`config.mk`:
```
export PLATFORM = sky130hd
export DESIGN_NAME = ffca_ctrl
export DESIGN_NICKNAME = d
export VERILOG_FILES = /design/src/rtl/ffca_pkg.sv /design/src/rtl/ffca_ctrl.sv
export SDC_FILE = /design/constraint.sdc
export NUM_CORES = 1
export LEC_CHECK = 0
export ABC_AREA = 1
export BUFFER_PORTS_ARGS = -buffer_cell sky130_fd_sc_hd__buf_2
export CAP_MARGIN = 10
export CELL_PAD_IN_SITES_DETAIL_PLACEMENT = 1
export CELL_PAD_IN_SITES_GLOBAL_PLACEMENT = 1
export CORE_AREA = 2 2 39 41
export CTS_BUF_LIST = sky130_fd_sc_hd__clkbuf_8
export DETAILED_ROUTE_END_ITERATION = 10
export DIE_AREA = 0 0 41 43
export GPL_ROUTABILITY_DRIVEN = 0
export PLACE_DENSITY = 0.69
export RECOVER_POWER = 100
export SKIP_CTS_REPAIR_TIMING = 1
export SLEW_MARGIN = 5
export SYNTH_ARGS = -nofsm -noshare
export SYNTH_HDL_FRONTEND = slang
export SYNTH_SLANG_ARGS = --single-unit
```
`constraint.sdc`:
```
create_clock -name clk_i -period 1.2 [get_ports clk_i]
set_clock_uncertainty 0.05 [all_clocks]
set_input_delay 0.24 -clock clk_i [delete_from_list [all_inputs] [get_ports clk_i]]
set_output_delay 0.24 -clock clk_i [all_outputs]
set_load 0.01 [all_outputs]
```
`src/rtl/ffca_pkg.sv`:
```
// types, constants and helper functions of the first-fit cell allocator
// used by the controller, the datapath and the top level
package ffca_pkg;

  localparam int unsigned WORD_BITS = 64;
  localparam int unsigned WORD_LOG  = 6;
  localparam int unsigned IDX_W     = WORD_LOG + 1;
  localparam int unsigned LEN_W     = 13;
  localparam int unsigned CELL_W    = 12;

  typedef enum logic {
    OP_ALLOC = 1'b0,
    OP_FREE  = 1'b1
  } op_e;

  typedef enum logic [2:0] {
    ST_CLEAR,
    ST_IDLE,
    ST_DECODE,
    ST_SCAN,
    ST_FINIT,
    ST_FILL,
    ST_RESP
  } state_e;

  typedef struct packed {
    logic load;
    logic clear;
    logic scan;
    logic fill_init;
    logic fill;
    logic rd;
  } ffca_cmd_t;

  typedef struct packed {
    logic clr_last;
    logic op_free;
    logic free_ok;
    logic alloc_ok;
    logic found;
    logic scan_end;
    logic fill_end;
  } ffca_stat_t;

  // index of the lowest set bit, WORD_BITS when none is set
  function automatic logic [IDX_W-1:0] lowest_one(input logic [WORD_BITS-1:0] v);
    logic [IDX_W-1:0] idx;
    idx = IDX_W'(WORD_BITS);
    for (int k = WORD_BITS - 1; k >= 0; k--) begin
      if (v[k]) begin
        idx = IDX_W'(k);
      end
    end
    return idx;
  endfunction

  // mask with the n lowest bits set
  function automatic logic [WORD_BITS-1:0] low_mask(input logic [IDX_W-1:0] n);
    logic [WORD_BITS-1:0] m;
    if (n >= IDX_W'(WORD_BITS)) begin
      m = '1;
    end else begin
      m = (WORD_BITS'(1) << n) - WORD_BITS'(1);
    end
    return m;
  endfunction

endpackage

```
`src/rtl/ffca_ctrl.sv`:
```
// controller state machine of the first-fit cell allocator
// depends on ffca_pkg; drives commands to ffca_datapath
module ffca_ctrl import ffca_pkg::*; (
  input  logic       clk_i,
  input  logic       rst_ni,
  input  logic       start,
  output logic       busy,
  output logic       done_o,
  output ffca_cmd_t  cmd_o,
  input  ffca_stat_t stat_i
);

  state_e state_q, state_d;

  always_ff @(posedge clk_i or negedge rst_ni) begin
    if (!rst_ni) begin
      state_q <= ST_CLEAR;
    end else begin
      state_q <= state_d;
    end
  end

  always_comb begin
    state_d = state_q;
    cmd_o   = '0;
    busy    = 1'b1;
    done_o  = 1'b0;
    unique case (state_q)
      ST_CLEAR: begin
        cmd_o.clear = 1'b1;
        if (stat_i.clr_last) begin
          state_d = ST_IDLE;
        end
      end
      ST_IDLE: begin
        busy = 1'b0;
        if (start) begin
          cmd_o.load = 1'b1;
          state_d    = ST_DECODE;
        end
      end
      ST_DECODE: begin
        if (stat_i.op_free) begin
          state_d = stat_i.free_ok ? ST_FINIT : ST_RESP;
        end else begin
          state_d = stat_i.alloc_ok ? ST_SCAN : ST_RESP;
        end
      end
      ST_SCAN: begin
        cmd_o.scan = 1'b1;
        cmd_o.rd   = 1'b1;
        priority if (stat_i.found) begin
          state_d = ST_FINIT;
        end else if (stat_i.scan_end) begin
          state_d = ST_RESP;
        end
      end
      ST_FINIT: begin
        cmd_o.fill_init = 1'b1;
        state_d         = ST_FILL;
      end
      ST_FILL: begin
        cmd_o.fill = 1'b1;
        cmd_o.rd   = 1'b1;
        if (stat_i.fill_end) begin
          state_d = ST_RESP;
        end
      end
      ST_RESP: begin
        done_o  = 1'b1;
        state_d = ST_IDLE;
      end
      default: begin
        state_d = ST_IDLE;
      end
    endcase
  end

endmodule

```
==> results.toml <==
[detailed_routing]
drt_first_pass_iters = 1
viasPerCell = 4.14
wl_um = 1220
ant_nets = 0
drc = 0
drtIter0Drc = 0
routedWlPerCell_um = 11.7
vias = 431

[layout]
drive_above_1_share_pct = 71.6
n_fill_cell = 186
largest_register_ffs = 3
top_regs = "state_q (3)"
regMostFlops = "state_q"
antenna_cells = 0
syn2layout_area_growth_pct = 130
nets = 99

[worst_setup_path]
slowest_delay_ps = 460
critical-path-top-delay-family = "flip-flops"
cp-start-kind = "flop"
cp_slowest_cell = "dfrtp_2"
cp_num_buf_inv = 2
path_max_fanout = 6
critPathRequiredTime_ps = 910
worst_setup_path_end_kind = "output port"
worstPathCellList = "inv_2 -> nor2_4 -> nand2_2 -> nor2_2 -> buf_2"
arrival_ps = 1200
criticalPathCategory = "flop to output port"

[synth]
ys_types = 16
synth-xor-area-share_pct = 0
synth_top_area_share_pct = 25.3
synth.ff_latch_count = 3
synth_nets = 59
synthCells = 49
synth_top_family_by_area = "simple AND/OR/NAND/NOR gates"
yosysSeqAreaShare_pct = 25.3
synth_fa_ha_area_share_pct = 0
synth_area_um2 = 297
yosys-top-cells-area = "dfrtp_1 25%, nand2_1 15%, inv_1 8.9%"
synth_compound_area_share_pct = 5.49
ys.warnings.count = 0
synth-simple-area-share_pct = 56.5
muxShareOfSynthArea_pct = 0
synth_area_leader_cell = "dfrtp_1"
postSynthAreaPerCell_um2 = 6.05

[floorplan]
rows = 14
die_w_um = 41
fp.dieH_um = 43
fp.coreArea_um2 = 1380
initial_utilization_pct = 21.4
die_area_um2 = 1760
ioPinCount = 18

[clock_network]
cts_root_buf = "clkbuf_8"
clock-sinks = 3
htreeDepth = 1
cts_tree = "yes"
clk_latency_ps = 210
cts_buffers = 3
path_clk_slew_ps = 30
cts_buffer_depth = 2

[status]
violations = "setup timing"
status = "complete, but fails checks"

[sta]
hold_violations = 0
setup_violations = 11
worst_slack_ps = -285
grt_setup_unrepaired = "yes"
tightest_slew_ps = 198
fmax_ghz = 0.673
hold-worst-slack_ps = 314
tns_ps = -2140
period_share_pct = 124
slew_headroom_pct = 86.8
fin_crit_ps = 1490
slew_violations = 0

[worst_hold_path]
hold_path.class = "input pin to async pin"

[power_and_ir_drop]
worst_ir_drop_vdd_v = 0.00119
p_per_area_nw_per_um2 = 2810
p_leak_nw = 0.376

[global_route]
overflow = 0
grt_pass1_wl_um = 1750
antenna_found_initial = 0
grt_start_max_net_pins = 7
grt_pass1_vias = 428
track_usage_pct = 14.9

[placed_design]
io_buffers = 17
hpwl_um = 818

[job]
cap_viol_max_count = 0
-- where the power goes --
part,switching [mW],internal (mW)
combinational,0.669,0.676
clock,0.0597,0.217
sequential,0.126,0.164
-- cells in the mapped netlist (all sizes together) --
cell / count
nand3: 5
nor3: 1
nand3b: 1
o21ai: 2
nor2: 10
nand2: 15
or2: 1
dfrtp: 3
inv: 10
o22ai: 1
-- per-layer routing --
layer	GRT usage [%]	up-vias	share of wire, %
met1	17.9	192	44
met5	0	-	0
met4	8.00	0	0
met2	22.5	8	54
met3	4.71	0	1.7
li1	-	231	-
-- path summary, 6_finish.rpt --
check	startpoint	end	slack (ps)	cells past startpoint
min in group clk_i	stat_i[1]	state_q[1]	370	5
setup reg to reg	state_q[0]	state_q[2]	-110	8
hold reg to reg	state_q[0]	state_q[0]	600	2
max in group asynchronous	rst_ni	state_q[1]	620	2
hold / removal	rst_ni	state_q[0]	310	2
setup / recovery	state_q[0]	cmd_o[5]	-290	5
-- per-stage QoR --
stage                     std cells  util, %  setup slack, ps  cell area, um2  power [mW]
after floorplan                  49        -             14.5             302       0.704
after global placement           92     34.8            -73.9             482        1.12
after detailed placement         92     34.8             -124             482        1.14
after CTS                        96     38.1             -299             527        1.43
after global routing            104     49.2             -339             681        2.07
final                           104     49.2             -285             681        1.91
-- cell type report --
type                            instances  area, um2  area share (%)
Clock inverter                          1       3.75           0.551
Tap cell                               16       20.0            2.94
Inverter                               10       42.5            6.25
Sequential cell                         3       78.8            11.6
Clock buffer                            3       41.3            6.07
Multi-Input combinational cell         36        259            38.1
Timing Repair Buffer                   35        235            34.6
-- cells by family (layout without fill, tap and decap cells) --
family / count (synthesis) / count (layout)
compound gates: 3 / 3
flops: 3 / 3
simple gates: 33 / 33
buf+inv: 10 / 49
-- cell usage in the layout (no fill, tap or decap), drive strengths merged --
master,count
buf,33
clkbuf,4
dfrtp,3
dlygate4sd3,1
inv,11
nand2,15
nand3,5
nand3b,1
nor2,10
nor3,1
o21ai,2
o22ai,1
or2,1
Power figures use the tool's default switching activity.
